`src/rtl/swmf_pkg.sv`:
```
// shared types and constants for the sliding window median filter
package swmf_pkg;

	// defaults for the top level parameters
	localparam int WINDOW_MAX_DEF   = 16;
	localparam int SAMPLE_WIDTH_DEF = 16;

	// configuration port
	localparam int APB_AW = 3;
	localparam int APB_DW = 32;
	localparam int REG_IDX_W = APB_AW - 2;
	localparam logic [REG_IDX_W-1:0] REG_WINDOW_SIZE = REG_IDX_W'(0);

	// window size register
	localparam int WSIZE_W = 5;
	localparam logic [WSIZE_W-1:0] WSIZE_RST = WSIZE_W'(5);

	typedef enum logic [1:0] {
		ST_IDLE,
		ST_SCAN,
		ST_DRAIN,
		ST_CHECK
	} swmf_state_t;

	// controls for the rank count unit, aligned with the store read data
	typedef struct packed {
		logic load;  // read data is the candidate, restart the counts
		logic cmp;   // read data is compared against the candidate
	} swmf_rank_ctl_t;

endpackage

```
`src/rtl/swmf_window_mem.sv`:
```
// circular window store: one write port, one registered read port, zero for unwritten entries
module swmf_window_mem #(
	parameter int DEPTH = swmf_pkg::WINDOW_MAX_DEF,
	parameter int WIDTH = swmf_pkg::SAMPLE_WIDTH_DEF,
	parameter int IDX_W = (DEPTH > 1) ? $clog2(DEPTH) : 1
) (
	input  logic             clk,
	input  logic             arst_n,
	input  logic             clear,
	input  logic             we,
	input  logic [IDX_W-1:0] waddr,
	input  logic [WIDTH-1:0] wdata,
	input  logic [IDX_W-1:0] raddr,
	output logic [WIDTH-1:0] rdata
);
	import swmf_pkg::*;

	logic [WIDTH-1:0] mem_q [DEPTH];
	logic [DEPTH-1:0] valid_q;
	logic [WIDTH-1:0] rdata_q;

	always_ff @(posedge clk or negedge arst_n) begin
		if (!arst_n) begin
			valid_q <= '0;
		end else if (clear) begin
			valid_q <= '0;
		end else if (we) begin
			valid_q[waddr] <= 1'b1;
		end
	end

	always_ff @(posedge clk) begin
		if (we) begin
			mem_q[waddr] <= wdata;
		end
	end

	// entries never written since the last clear read as zero
	always_ff @(posedge clk) begin
		rdata_q <= valid_q[raddr] ? mem_q[raddr] : '0;
	end

	assign rdata = rdata_q;

endmodule

```
`src/rtl/swmf_rank_unit.sv`:
```
// shared compare unit: counts window entries below and equal to one candidate
module swmf_rank_unit #(
	parameter int SAMPLE_WIDTH = swmf_pkg::SAMPLE_WIDTH_DEF,
	parameter int CNT_W        = 5
) (
	input  logic                           clk,
	input  swmf_pkg::swmf_rank_ctl_t       ctl,
	input  logic signed [SAMPLE_WIDTH-1:0] rd_data,
	input  logic [CNT_W-1:0]               k,
	output logic signed [SAMPLE_WIDTH-1:0] cand,
	output logic                           hit
);
	import swmf_pkg::*;

	logic signed [SAMPLE_WIDTH-1:0] cand_q;
	logic [CNT_W-1:0]               below_q;
	logic [CNT_W-1:0]               equal_q;

	always_ff @(posedge clk) begin
		if (ctl.load) begin
			cand_q  <= rd_data;
			below_q <= '0;
			equal_q <= '0;
		end else if (ctl.cmp) begin
			if (rd_data < cand_q) begin
				below_q <= below_q + CNT_W'(1);
			end else if (rd_data == cand_q) begin
				equal_q <= equal_q + CNT_W'(1);
			end
		end
	end

	// candidate holds rank k when k falls inside its run of equal values
	assign hit  = (below_q <= k) && (k < (below_q + equal_q));
	assign cand = cand_q;

endmodule

```
`src/rtl/sliding_window_median_filter.sv`:
```
// top level of the sliding window median filter: sequencer, config port and output register
//
// Each input beat carries one signed sample. It is written into a circular window of
// window_size entries (0 acts as 1, values above WINDOW_MAX saturate), the write position
// advances, and one output beat returns the window median: the value of rank floor(n/2)
// counting from zero, so an even window gives the upper middle value. Entries not written
// since reset or the last window_size write count as zero; writing window_size clears the
// window and the write position. The median is found by a rank count through one shared
// comparator: for each candidate entry in turn the sequencer reads the whole window from the
// single read port of the store, and the first candidate whose rank run covers floor(n/2)
// is the result. Each candidate takes a scan that reads it and then every entry, a drain
// state for the read latency and a check state; the store read port paces it. s_tready is
// high only while the block is idle; a finished median sits in the output register, so a
// new sample is taken while the previous result still waits for m_tready. window_size lies
// at byte address 0 of the configuration port and reads back; writes to other addresses
// are dropped.
module sliding_window_median_filter #(
	parameter int WINDOW_MAX   = swmf_pkg::WINDOW_MAX_DEF,
	parameter int SAMPLE_WIDTH = swmf_pkg::SAMPLE_WIDTH_DEF,
	parameter int DATA_W       = ((SAMPLE_WIDTH + 7) / 8) * 8
) (
	input  logic                        clk,
	input  logic                        arst_n,
	// input stream
	input  logic                        s_tvalid,
	output logic                        s_tready,
	input  logic [DATA_W-1:0]           s_tdata,    // [SAMPLE_WIDTH-1:0] sample, zero pad above
	// output stream
	output logic                        m_tvalid,
	input  logic                        m_tready,
	output logic [DATA_W-1:0]           m_tdata,    // [SAMPLE_WIDTH-1:0] median, zero pad above
	// configuration port
	input  logic                        psel,
	input  logic                        penable,
	input  logic                        pwrite,
	input  logic [swmf_pkg::APB_AW-1:0] paddr,
	input  logic [swmf_pkg::APB_DW-1:0] pwdata,
	output logic [swmf_pkg::APB_DW-1:0] prdata,
	output logic                        pready
);
	import swmf_pkg::*;

	localparam int IDX_W = (WINDOW_MAX > 1) ? $clog2(WINDOW_MAX) : 1;
	localparam int CNT_W = $clog2(WINDOW_MAX + 1);
	localparam int SZ_W  = (CNT_W > WSIZE_W) ? CNT_W : WSIZE_W;

	// configuration register
	logic [WSIZE_W-1:0]   wsize_q;
	logic [REG_IDX_W-1:0] reg_idx;
	logic                 cfg_wr;

	// sequencer state
	swmf_state_t          state_q, state_d;
	logic [CNT_W-1:0]     cand_idx_q, cand_idx_d;   // entry under test
	logic [CNT_W-1:0]     slot_q, slot_d;           // read slot: candidate, then every entry
	logic [IDX_W-1:0]     wp_q;
	swmf_rank_ctl_t       ctl_s1;
	logic                 last_s1;

	// window size and derived rank
	logic [SZ_W-1:0]      wsize_ext;
	logic [CNT_W-1:0]     n_eff;
	logic [CNT_W-1:0]     k_rank;
	logic [IDX_W-1:0]     wp_eff;
	logic [CNT_W-1:0]     wp_inc;

	// datapath handshakes
	logic                 in_acc;
	logic                 issue;
	logic [IDX_W-1:0]     raddr;
	logic [CNT_W-1:0]     slot_m1;
	logic [SAMPLE_WIDTH-1:0] rdata;
	logic signed [SAMPLE_WIDTH-1:0] cand;
	logic                 hit;
	logic                 out_free;
	logic                 out_load;
	logic                 m_tvalid_q;
	logic [SAMPLE_WIDTH-1:0] m_tdata_q;

	// ---------------------------------------------------------------
	// configuration port, no wait states
	// ---------------------------------------------------------------
	assign pready  = 1'b1;
	assign reg_idx = paddr[APB_AW-1:2];
	assign cfg_wr  = psel && penable && pwrite && pready && (reg_idx == REG_WINDOW_SIZE);
	assign prdata  = (reg_idx == REG_WINDOW_SIZE) ? APB_DW'(wsize_q) : '0;

	always_ff @(posedge clk or negedge arst_n) begin
		if (!arst_n) begin
			wsize_q <= WSIZE_RST;
		end else if (cfg_wr) begin
			wsize_q <= pwdata[WSIZE_W-1:0];
		end
	end

	// effective window size: zero acts as one, large values saturate
	always_comb begin
		wsize_ext = SZ_W'(wsize_q);
		if (wsize_ext == '0) begin
			n_eff = CNT_W'(1);
		end else if (wsize_ext > SZ_W'(WINDOW_MAX)) begin
			n_eff = CNT_W'(WINDOW_MAX);
		end else begin
			n_eff = wsize_ext[CNT_W-1:0];
		end
	end

	assign k_rank = n_eff >> 1;

	// ---------------------------------------------------------------
	// write position, wraps at the effective size
	// ---------------------------------------------------------------
	assign in_acc = s_tvalid && s_tready;
	assign wp_eff = (CNT_W'(wp_q) >= n_eff) ? '0 : wp_q;
	assign wp_inc = CNT_W'(wp_eff) + CNT_W'(1);

	always_ff @(posedge clk or negedge arst_n) begin
		if (!arst_n) begin
			wp_q <= '0;
		end else if (cfg_wr) begin
			wp_q <= '0;
		end else if (in_acc) begin
			wp_q <= (wp_inc == n_eff) ? '0 : wp_inc[IDX_W-1:0];
		end
	end

	// ---------------------------------------------------------------
	// sequencer
	// ---------------------------------------------------------------
	always_ff @(posedge clk or negedge arst_n) begin
		if (!arst_n) begin
			state_q    <= ST_IDLE;
			cand_idx_q <= '0;
			slot_q     <= '0;
			ctl_s1     <= '0;
			last_s1    <= 1'b0;
		end else begin
			state_q    <= state_d;
			cand_idx_q <= cand_idx_d;
			slot_q     <= slot_d;
			// tag is registered alongside the store read data
			ctl_s1.load <= issue && (slot_q == '0);
			ctl_s1.cmp  <= issue && (slot_q != '0);
			last_s1     <= issue && (slot_q == n_eff);
		end
	end

	assign out_free = !m_tvalid_q || m_tready;
	assign slot_m1  = slot_q - CNT_W'(1);
	// slot zero fetches the candidate, slot s fetches entry s-1
	assign raddr    = (slot_q == '0) ? cand_idx_q[IDX_W-1:0] : slot_m1[IDX_W-1:0];

	always_comb begin
		state_d    = state_q;
		cand_idx_d = cand_idx_q;
		slot_d     = slot_q;
		issue      = 1'b0;
		out_load   = 1'b0;
		s_tready   = 1'b0;
		unique case (state_q)
			ST_IDLE: begin
				s_tready = 1'b1;
				if (s_tvalid) begin
					cand_idx_d = '0;
					slot_d     = '0;
					state_d    = ST_SCAN;
				end
			end
			ST_SCAN: begin
				issue  = 1'b1;
				slot_d = slot_q + CNT_W'(1);
				if (slot_q == n_eff) begin
					state_d = ST_DRAIN;
				end
			end
			ST_DRAIN: begin
				// last compare lands in the rank unit at the end of this cycle
				state_d = ST_CHECK;
			end
			ST_CHECK: begin
				if (hit) begin
					if (out_free) begin
						out_load = 1'b1;
						state_d  = ST_IDLE;
					end
				end else begin
					cand_idx_d = cand_idx_q + CNT_W'(1);
					slot_d     = '0;
					state_d    = ST_SCAN;
				end
			end
			default: begin
				state_d = ST_IDLE;
			end
		endcase
	end

	// ---------------------------------------------------------------
	// window store and shared rank unit
	// ---------------------------------------------------------------
	swmf_window_mem #(
		.DEPTH (WINDOW_MAX),
		.WIDTH (SAMPLE_WIDTH),
		.IDX_W (IDX_W)
	) u_mem (
		.clk    (clk),
		.arst_n (arst_n),
		.clear  (cfg_wr),
		.we     (in_acc),
		.waddr  (wp_eff),
		.wdata  (s_tdata[SAMPLE_WIDTH-1:0]),
		.raddr  (raddr),
		.rdata  (rdata)
	);

	swmf_rank_unit #(
		.SAMPLE_WIDTH (SAMPLE_WIDTH),
		.CNT_W        (CNT_W)
	) u_rank (
		.clk     (clk),
		.ctl     (ctl_s1),
		.rd_data (rdata),
		.k       (k_rank),
		.cand    (cand),
		.hit     (hit)
	);

	// ---------------------------------------------------------------
	// output register, holds a median until the beat is taken
	// ---------------------------------------------------------------
	always_ff @(posedge clk or negedge arst_n) begin
		if (!arst_n) begin
			m_tvalid_q <= 1'b0;
		end else if (out_load) begin
			m_tvalid_q <= 1'b1;
		end else if (m_tready) begin
			m_tvalid_q <= 1'b0;
		end
	end

	always_ff @(posedge clk) begin
		if (out_load) begin
			m_tdata_q <= cand;
		end
	end

	assign m_tvalid = m_tvalid_q;
	assign m_tdata  = DATA_W'(m_tdata_q);

	// ---------------------------------------------------------------
	// assertions
	// ---------------------------------------------------------------
	a_start_scan: assert property (@(posedge clk) disable iff (!arst_n)
		in_acc |=> (state_q == ST_SCAN) && (cand_idx_q == '0) && (slot_q == '0))
		else $error("accepted sample did not start a scan at the first candidate");

	a_last_in_drain: assert property (@(posedge clk) disable iff (!arst_n)
		last_s1 |-> (state_q == ST_DRAIN))
		else $error("last compare arrived outside the drain cycle");

	a_slot_bound: assert property (@(posedge clk) disable iff (!arst_n)
		(state_q == ST_SCAN) |-> (slot_q <= n_eff) && (cand_idx_q < n_eff))
		else $error("scan slot or candidate beyond the window");

	a_cfg_clears_wp: assert property (@(posedge clk) disable iff (!arst_n)
		cfg_wr |=> (wp_q == '0))
		else $error("window size write did not clear the write position");

	a_result_loaded: assert property (@(posedge clk) disable iff (!arst_n)
		out_load |=> m_tvalid && (m_tdata_q == $past(cand)))
		else $error("median not captured in the output register");

endmodule

```
`config.mk`:
```
export PLATFORM = sky130hd
export DESIGN_NAME = sliding_window_median_filter
export DESIGN_NICKNAME = d
export VERILOG_FILES = /design/src/rtl/swmf_pkg.sv /design/src/rtl/swmf_window_mem.sv /design/src/rtl/swmf_rank_unit.sv /design/src/rtl/sliding_window_median_filter.sv
export SDC_FILE = /design/constraint.sdc
export NUM_CORES = 1
export LEC_CHECK = 0
export BUFFER_PORTS_ARGS = -buffer_cell sky130_fd_sc_hd__buf_2
export CORE_MARGIN = 2
export CORE_UTILIZATION = 60
export CTS_CLUSTER_SIZE = 25
export DETAILED_ROUTE_END_ITERATION = 7
export GPL_TIMING_DRIVEN = 1
export MAX_ROUTING_LAYER = met4
export PLACE_DENSITY = 0.79
export SYNTH_ARGS = -nofsm -noshare
export SYNTH_HDL_FRONTEND = slang
export SYNTH_SLANG_ARGS = --single-unit
```
`constraint.sdc`:
```
create_clock -name clk -period 6.4 [get_ports clk]
set_clock_uncertainty 0.05 [all_clocks]
set_input_delay 0.64 -clock clk [delete_from_list [all_inputs] [get_ports clk]]
set_output_delay 0.64 -clock clk [all_outputs]
set_load 0.01 [all_outputs]
```
## Yosys cells after proc, flatten, opt, wreduce, memory -nomap -nowiden

Memory sizes are Yosys's and may differ from the RTL's. A register that Yosys moved wholly into a read port is not among the register bits.
Index checks and enable logic that the tools add are counted.

| storage, ports and cells | value |
|---|---|
| register bits | 82 |
| bits in latches | 0 |
| memory bits (writable) | 256 |
| ROM bits | 0 |
| input port bits | 58 |
| output and inout bits | 51 |
| word-level logic and storage cells | 99 |
| memories kept | 1 |

Memories:

| name | words | bits a word | rd ports | clocked after memory_dff | write ports | line | source |
|---|---|---|---|---|---|---|---|
| u_mem.mem_q | 16 | 16 | 1 | 1 | 1 | swmf_window_mem.sv:18 | `logic [WIDTH-1:0] mem_q [DEPTH];` |

| cells by class | value |
|---|---|
| add/sub/neg operators | 7 |
| multipliers | 0 |
| divide/modulo/power cells | 0 |
| magnitude comparators | 8 |
| equal/unequal tests | 10 |
| shifts and indexed selects | 0 |
| muxes and demuxes | 33 |
| bitwise gates (word level) | 3 |
| reductions and logical operators | 24 |

Operators with widths:

| kind | count |
|---|---|
| two-way mux 16 bit | 2 |
| two-way mux 5 bit | 6 |
| adder 5 x 1 -> 5 bit, second input constant | 4 |
| two-way mux 4 bit | 5 |
| equality test 16 bit | 1 |
| < comparator 16 bit | 1 |
| bitwise OR 16 bit | 1 |
| one-hot mux 5 bit (3 select lines) | 1 |
| AND reduction 3 bit | 4 |
| two-way mux 1 bit | 11 |
| equality test 5 bit | 2 |
| logical NOT 5 bit | 2 |
| < comparator 4 x 5 -> 1 bit, second input constant | 2 |
| one-hot mux 5 bit (2 select lines) | 1 |
| logical AND 1 bit | 8 |
| two-way mux 2 bit | 4 |
| one-hot mux 2 bit (4 select lines) | 1 |
| != test 2 bit, second input constant | 3 |
| nonzero test 2 bit | 3 |
| adder 4 x 1 -> 5 bit, second input constant | 1 |
| adder 5 bit | 1 |
| greater-or-equal comparator 4 x 5 -> 1 bit | 1 |
| greater-than comparator 5 bit, second input constant | 1 |
| <= comparator 5 x 4 -> 1 bit | 1 |
| other kinds (15) | 18 |

## Depth between registers and ports, before layout

Gate-level depths: netlist (run 1).

| depth | value |
|---|---|
| word-level depth | 12 |
| mapped depth | 20 |
| depth with buffers taken out | 17 |

## By module

Synthesis (run 1) repeated with hierarchy kept, for this count alone.

| second synthesis, totals | value |
|---|---|
| cell total of the unflattened synthesis | 916 |
| area, all modules | 14931.8 µm² |

By module, submodules not included:

| module | times used | cells each | area each (µm²) | sequential area each (µm²) |
|---|---|---|---|---|
| swmf_window_mem | 1 | 491 | 10712.8 | 8408.1 |
| sliding_window_median_filter | 1 | 256 | 2497.4 | 1058.5 |
| swmf_rank_unit | 1 | 169 | 1721.7 | 680.7 |

## Worst setup path before layout (run 1)

OpenSTA, ideal clock, no wires.

| path | value |
|---|---|
| kind | reg-to-reg |
| start | register wsize_q[2], in the netlist wsize_ext[2] |
| end | memory u_mem.mem_q[15][0] in the netlist's numbering (enable) |
| library setup time | 412 ps |
| arrival time | 4511 ps |
| required time | 5938 ps |
| path slack | 1427 ps |
| cell stages (with the launch flop) | 16 |
| path buffers | 3 |
| period minus slack after synthesis | 4973 ps |
| cell sequence | dfstp_2 > clkbuf_1 > nor3_1 > o21ai_0 > inv_1 > ha_1 > nand2b_1 > a2111oi_1 > or3_1 > buf_2 > nand2_1 > inv_1 > ha_1 > clkbuf_1 > nand2_1 > nor3_1 |

| between the ends | value |
|---|---|
| word-level cells in the longest chain between the ends | 5 |
| elaborated cells on any way between the ends | 6 |
| classes of those cells | order compare: 2; mux: 3; reduce/logical: 1 |

RTL lines:

| what | line | source |
|---|---|---|
| start, declared | sliding_window_median_filter.sv:48 | `logic [WSIZE_W-1:0] wsize_q;` |
| start signal, assigned | sliding_window_median_filter.sv:92 | `wsize_q <= pwdata[WSIZE_W-1:0];` |
| greater-than comparator 5 bit | sliding_window_median_filter.sv:101 | `end else if (wsize_ext > SZ_W'(WINDOW_MAX)) begin` |
| two-way mux 5 bit | sliding_window_median_filter.sv:101 |  |
| two-way mux 5 bit * | sliding_window_median_filter.sv:99 | `if (wsize_ext == '0) begin` |
| greater-or-equal comparator 4 x 5 -> 1 bit * | sliding_window_median_filter.sv:114 | `assign wp_eff = (CNT_W'(wp_q) >= n_eff) ? '0 : wp_q;` |
| two-way mux 4 bit * | sliding_window_median_filter.sv:114 |  |
| end, declared | swmf_window_mem.sv:18 |  |

Mark *: on every way between the ends. The rest lies on a longest branch, timed or not.

## Final worst setup path (run 1)

| path | value |
|---|---|
| start | register wsize_q[4], in the netlist wsize_ext[4] |
| end | memory u_mem.mem_q[11][5] in the netlist's numbering (enable) |

Same word-level chain as after synthesis.

==> summary.md, run 1 <==
| Metric | Value |
|---|---|
| Simple-Gate Fraction of Synth Area | 0.0770 |
| Global-route wire length before repair | 47,100 µm |
| Crit path max-delay family | simple AND/OR/NAND/NOR gates |
| Async SR Flop Fraction | 0.110 |
| Slew HR | 0.212 |
| WHS | 0.214 ns |
| CTS Hold Bufs | 0 |
| Detailed Routing Iterations Pass 1 | 5 |
| Worst path bufs/invs | 4 |
| Fraction of layout cells with a size suffix above 1 | 0.217 |
| Total congestion overflow | 0 |
| Worst-path maximum fanout | 13 |
| Layout fillers | 1,583 |
| Worst IR drop on VDD | 389 µV |
| Initial antenna violation count | 1 |
| Setup bufs post-CTS | 0 |
| Mean routed wirelength per cell | 22.5 µm |
| Sequential fraction of the synthesis area | 0.677 |
| Crit end category | register |
| Clk_lat worst skew | 0.52 ns |
| Rows | 57 |
| Clock root cell | clkbuf_16 |
| CP max-delay cell | a2111oi_1 |
| Final setup violation count | 0 |
| Post-DP HPWL | 18,200 µm |
| Fin worst setup slack | 1.12 ns |
| Die width | 162 µm |
| Synth Area in Adders | 0.0389 |
| RSZ-0062 raised after global routing | no |
| DR iter-0 viols | 769 |
| Post-synth EDFFs | 288 |
| Gpl congestion | 0.851 |
| Nets | 1,127 |
| Mapped Cells | 953 |
| Largest net degree at the start of global routing | 41 |
| DRC | 0 |
| Final period util | 0.825 |
| Commonest cells after routing, fill and taps aside | edfxtp_1 (288), nand2_1 (107), mux4_2 (65) |
| Routed Wire Length | 30,900 µm |
| Tot GR Track Use | 0.249 |
| CTS tree | yes |
| Setup_tns | 0 ns |
| Inst Count DP | 1,308 |
| Max Cap Violations | 0 |
| Crit path DAT | 5.43 ns |
| Complex-gate fraction of the synthesized area | 0.0520 |
| Area of the mapped netlist | 15,000 µm² |
| Critical path class | register to register |
| Static leakage | 6.03 nW |
| Most used routing layer | met2 |
| Ys flop type | edfxtp_1 |
| Worst-Margin Slew | 1.18 ns |
| Post-Layout Cell Count | 1,376 |
| Final Slew Violations | 0 |
| Tightest Hold Check Type | input port to async pin |
| Fmax | 189 MHz |
| Clock Sink Count | 353 |
| Layout area overhead | 11.4% |
| Syn_area_per_cell | 15.7 µm² |
| GR Layer Usage met2 | 0.403 |
| Commonest non-fill, non-tap cell in the layout | edfxtp_1 |
| Die ar. | 26,300 µm² |
| Post_cts resized | 0 |
| Post-synth cell types | 62 |
| Combinational family with the most area after synthesis | multiplexers |
| Synth Warn # | 0 |
| Deepest clock path buffer count | 3 |
| Mux contribution to synthesized area | 0.111 |
| Status | completed |
| CTS buffer count | 37 |
| Setup Slack @ Placement | 1.21 ns |
| Clock slew at reported path FFs | 0.06 ns |
| #FFs+latches synth | 353 |
| CTS H-tree lvls | 2 |
| Fin crit period | 5.28 ns |
| Vias per std cell | 6.08 |
| Worst Path Required | 6.56 ns |
| Final Hold Viols | 0 |
| IO Port Bufs | 51 |
| Met3 usage | 0.0424 |
| Vias in the first global route | 8,202 |
| Setup crit start kind | register |
| Final ANT Viol Nets | 0 |
| Pwr/cell area | 455 nW/µm² |
| Core Area | 24,500 µm² |
| Num ports | 109 |
| Initial Utilization | 0.613 |
| Met1 Resource Use GR | 0.320 |
| Vias | 8,371 |
| Crit path largest cell delay | 0.77 ns |
| Critical-path cell list | clkinv_1, o21ai_0, inv_1, ha_1, nand2b_1, a2111oi_1, or3_1, nand2_1, inv_1, ha_1, nand2_1, nor2_2, buf_4 |
| Chip height | 162 µm |
| XOR/XNOR Fraction of Synth Area | 0.00759 |
-- where the power goes --
part	switching (W)	internal, W	leakage, nW	total (W)
Sequential	0.000150	0.00269	3.32	0.00284
Combinational	0.00156	0.00117	2.15	0.00272
Clock	0.000852	0.00118	0.560	0.00203
Total	0.00256	0.00504	6.03	0.00760
-- metal layers --
layer  part of all wire  vias to the layer above
met3              0.073                       76
met2               0.50                      377
met5                  0                        -
met4              0.031                        0
li1                   -                     3704
met1               0.40                     4214
-- worst paths after layout --
kind / to / start / slack (ns) / cells after the start
worst max-delay path: u_mem.mem_q[11][5] / wsize_ext[4] / 1.12 / 13
worst max register to register: u_mem.mem_q[11][5] / wsize_ext[4] / 1.12 / 13
worst min-delay path: wsize_ext[4] / arst_n / 0.21 / 1
max in group asynchronous: ctl_s1[1] / arst_n / 5.51 / 1
worst min register to register: u_rank.cand[5] / u_mem.rdata[5] / 0.39 / 0
min in group clk: wsize_ext[2] / pwdata[2] / 0.27 / 3
-- area by class of cell --
type | count | area (µm²) | area share
inverter | 37 | 139 | 0.00831
sequential | 353 | 10100 | 0.607
timing repair buffer | 71 | 405 | 0.0243
clock inverter | 19 | 159 | 0.00951
tap | 324 | 405 | 0.0243
antenna | 1 | 2.50 | 0.000150
clock buffer | 48 | 987 | 0.0591
multi-input combinational | 523 | 4470 | 0.267
-- metrics by stage --
step | util | total power (W) | instance area, µm²
floorplan | - | 0.00492 | 15100
global placement | 0.636 | 0.00549 | 15600
detailed placement | 0.636 | 0.00557 | 15600
CTS | 0.683 | 0.00764 | 16700
global route | 0.683 | 0.00794 | 16700
finish | 0.683 | 0.00760 | 16700
-- synthesized netlist by cell type, types with 7 or more instances --
master,n,area (µm²)
a21oi_1,19,95.1
a41oi_2,9,146
and2_1,8,50.1
buf_4,34,255
clkbuf_1,26,97.6
dfrtp_1,37,926
dfxtp_1,26,521
edfxtp_1,288,8650
ha_1,45,563
inv_1,36,135
mux2_2,7,78.8
mux2i_1,7,70.1
mux4_2,65,1460
nand2_1,107,402
nand2b_1,11,68.8
nand3_1,8,40.0
nand4_1,9,56.3
nor2_1,64,240
nor2b_1,10,62.6
nor3_1,14,70.1
o21a_1,8,60.1
o21ai_0,27,135
xnor2_1,10,87.6
-- sequential cells by signal, indices dropped and copies added (netlist names) --
signal	flops
u_mem.mem_q	256
m_tdata	16
u_mem.rdata	16
u_mem.valid_q	16
u_rank.cand	16
slot_q	5
u_rank.below_q	5
u_rank.equal_q	5
wsize_ext	5
cand_idx_q	4
wp_q	4
ctl_s1	2
state_q	2
m_tvalid	1
-- worst register-to-register path, delay by kind of cell, from the launching register on --
family / cells / cell delay (ns)
AND/OR/NAND/NOR: 5 / 1.63
AO/OA/AOI/OAI: 2 / 1.11
flip-flops: 1 / 0.60
buffers and inverters: 4 / 0.96
adder cells (fa/ha/maj): 2 / 0.62
-- logic make-up after synthesis --
| logic type | Yosys count |
|---|---|
| compound gates | 104 |
| fa+ha+maj | 46 |
| buf+inv | 103 |
| simple gates | 251 |
| flops | 353 |
| xor+xnor | 13 |
| mux | 81 |
| other cells | 2 |
Note: power is estimated with default switching activity, not from simulation.
==> run 2, diff against run 1 <==
Settings changed: ABC_AREA from default to 1, CORE_UTILIZATION 60 to 61, PLACE_DENSITY 0.79 to 0.8.
Clock period 6.4 ns to 5.2 ns, I/O delays scaled along.
==> run 2 against run 1 <==
  * First-iteration DRC count grew 31%
  * Utilization shrank 0.88 points
  * Combinational power rose by 69%
  * Area after synthesis rose by 7.1%
  * Non-clock buffer count decreased by 5
  * Die area is 5.2% higher
  * Power rose by 39%
  * Clock power up 20%
  * Critical path depth grew 4
  * Synthesized cell count is 58% higher
  * Sequential share of layout area is 2.8 points lower
  * Critical path type unchanged
  * Largest cell class unchanged
  * Largest power group is now combinational cells
==> summary.md, run 2 <==
| Metric | Value |
|---|---|
| Clock Sink Count | 353 |
| Fraction of layout cells with a size suffix above 1 | 0.108 |
| Detailed Routing Iterations Pass 1 | 8 |
| Main area contributors after synthesis | edfxtp_1 (54%), nand2_1 (8.2%), dfrtp_1 (5.8%) |
| DR iter-0 viols | 1,007 |
| Slew HR | 0.112 |
| Final Slew Violations | 0 |
| Worst R2R End | u_mem.valid_q[7] |
| Top cell type's share of synthesized area | 0.539 |
| Worst-path maximum fanout | 17 |
| RR Startpoint | wsize_ext[2] |
| Worst-Margin Slew | 1.33 ns |
| WHS | 0.0659 ns |
| Tot GR Track Use | 0.262 |
| Final period util | 0.760 |
| Clock root cell | clkbuf_16 |
| Top cells by count, synth | nand2_1 (349), edfxtp_1 (288), inv_1 (180) |
| Die ar. | 27,600 µm² |
| Setup crit start kind | register |
| Async SR Flop Fraction | 0.110 |
| Largest net degree at the start of global routing | 95 |
| Initial Utilization | 0.618 |
| Final Hold Viols | 0 |
| Post_cts resized | 0 |
| Deepest clock path buffer count | 3 |
| Post-synth cell types | 42 |
| Post-synth top area cell | edfxtp_1 |
| Rows | 59 |
| Total congestion overflow | 0 |
| Layout fillers | 1,857 |
| Pwr/cell area | 602 nW/µm² |
| Layout area overhead | 9.13% |
| Commonest cells after routing, fill and taps aside | nand2_1 (349), edfxtp_1 (288), inv_1 (180) |
| Num ports | 109 |
| CTS Hold Bufs | 0 |
| Count leader, synth | nand2_1 |
| Critical path class | register to register |
| Chip height | 166 µm |
| Initial antenna violation count | 3 |
| Top reg by flops | u_mem.mem_q |
| Worst Path Required | 5.58 ns |
| Synth Warn # | 0 |
| Global-route wire length before repair | 55,100 µm |
| Core Area | 26,000 µm² |
| Fin crit period | 3.95 ns |
| CTS tree | yes |
| Mean routed wirelength per cell | 18.2 µm |
| Ys flop type | edfxtp_1 |
| Nets | 1,656 |
| Commonest non-fill, non-tap cell in the layout | nand2_1 |
| Setup_tns | 0 ns |
| Routed Wire Length | 34,900 µm |
| Vias | 10.8k |
| Max Cap Violations | 0 |
| Die width | 166 µm |
| Syn_area_per_cell | 10.6 µm² |
| Crit end category | register |
| Static leakage | 7.35 nW |
| Mapped Cells | 1,508 |
| Fmax | 253 MHz |
| Vias per std cell | 5.63 |
| Clk_lat worst skew | 0.52 ns |
| Sequential fraction of the synthesis area | 0.632 |
| Crit path DAT | 4.33 ns |
| Worst IR drop on VDD | 429 µV |
| Final ANT Viol Nets | 0 |
| Clock slew at reported path FFs | 0.06 ns |
| Gpl congestion | 0.868 |
| Depth of the most critical reg-to-reg path | 17 |
| CTS buffer count | 36 |
| Setup bufs post-CTS | 0 |
| RSZ-0062 raised after global routing | no |
| Reg2Reg Setup Slack | 1.25 ns |
| Post-DP HPWL | 20,700 µm |
| Vias in the first global route | 10.6k |
| IO Port Bufs | 51 |
| Final setup violation count | 0 |
| Post-synth EDFFs | 288 |
| Status | completed |
| Tightest Hold Check Type | input port to async pin |
| Area of the mapped netlist | 16,100 µm² |
| #FFs+latches synth | 353 |
| Max reg flops | 256 |
| DRC | 0 |
| CTS H-tree lvls | 2 |
## run 2: cell types whose count changed in the layout (fill, tap and decap cells not counted), moves of 11 or more
| cell | before | now |
|---|---|---|
| inv_1 | 36 | 180 |
| or2_1 | 0 | 27 |
| nand2b_1 | 11 | 0 |
| nand2_1 | 107 | 349 |
| nor2_1 | 52 | 100 |
| mux4_2 | 65 | 0 |
| o211ai_1 | 4 | 63 |
| or2_2 | 1 | 13 |
| o21ai_1 | 1 | 15 |
| o21ai_0 | 27 | 64 |
| nand3_1 | 8 | 102 |
## run 2: kinds of logic after synthesis
kind of cell,after synthesis,share of synthesized area
other,2,0.000468
AOI/OAI and AO/OA,189,0.0754
DFF,353,0.632
and+or+nand+nor,631,0.167
buffers and inverters,271,0.0801
xor gates and xnor gates,16,0.00873
adders and majority gates,46,0.0363
## run 2: layout make-up
class                      count  area [µm²]  area share
antenna                        3        7.51    0.000428
clock inverter                14         121     0.00693
sequential                   353       10100       0.579
clock buffer                  50         975      0.0556
inverter                     185         694      0.0396
tap                          335         419      0.0239
timing repair buffer          66         380      0.0217
multi-input combinational    910        4780       0.273
## run 2: metrics by stage
stage / util / cell area (µm²) / std cells / power, W / setup WS [ns]
6_report: 0.674 / 17500 / 1916 / 0.0105 / 1.25
5_1_grt: 0.674 / 17500 / 1916 / 0.0112 / 0.931
4_1_cts: 0.674 / 17500 / 1913 / 0.0106 / 1.28
3_5_place_dp: 0.632 / 16400 / 1849 / 0.00808 / 1.35
3_3_place_gp: 0.632 / 16400 / 1849 / 0.00790 / 1.43
2_1_floorplan: - / 16200 / 1534 / 0.00705 / 1.92
## run 2: power by group
| part | leakage, nW | switching [W] | internal (W) | total (W) |
|---|---|---|---|---|
| Sequential | 3.33 | 0.000162 | 0.00334 | 0.00350 |
| Clock | 0.528 | 0.00103 | 0.00141 | 0.00244 |
| Combinational | 3.49 | 0.00322 | 0.00138 | 0.00460 |
| Total | 7.35 | 0.00441 | 0.00613 | 0.0105 |
## run 2: worst max path at each step
stage | startpoint | to | slack [ns] | cells past startpoint
floorplan | wsize_ext[2] | u_mem.mem_q[11][0] | 1.92 | 15
global placement | wsize_ext[2] | u_mem.mem_q[7][5] | 1.43 | 15
detailed placement | wsize_ext[2] | u_mem.mem_q[7][4] | 1.35 | 15
CTS | wsize_ext[2] | u_mem.valid_q[7] | 1.28 | 17
global route | wsize_ext[2] | u_mem.valid_q[7] | 0.93 | 17
finish | wsize_ext[2] | u_mem.valid_q[7] | 1.25 | 17
## run 2: layer usage
metal | routed length [µm] | GRT usage | vias to the layer above
met3 | 2520 | 0.0467 | 79
met2 | 17600 | 0.438 | 460
met5 | 0 | - | -
li1 | - | - | 5085
met4 | 1010 | 0.100 | 0
met1 | 13800 | 0.320 | 5170
## run 2: worst max-delay path, stage by stage, from the launching register on
cell	delay, ns
dfstp_2	0.56
nor2_1	0.05
nand2_1	0.07
nand2_1	0.10
nand2_1	0.24
ha_1	0.28
inv_1	0.06
nor2_1	0.04
a21boi_1	0.23
nand3_1	0.25
inv_1	0.15
ha_1	0.23
inv_1	0.07
nor2_1	0.10
inv_1	0.11
nor2_2	0.93
nor2_1	0.13
nor2_1	0.20
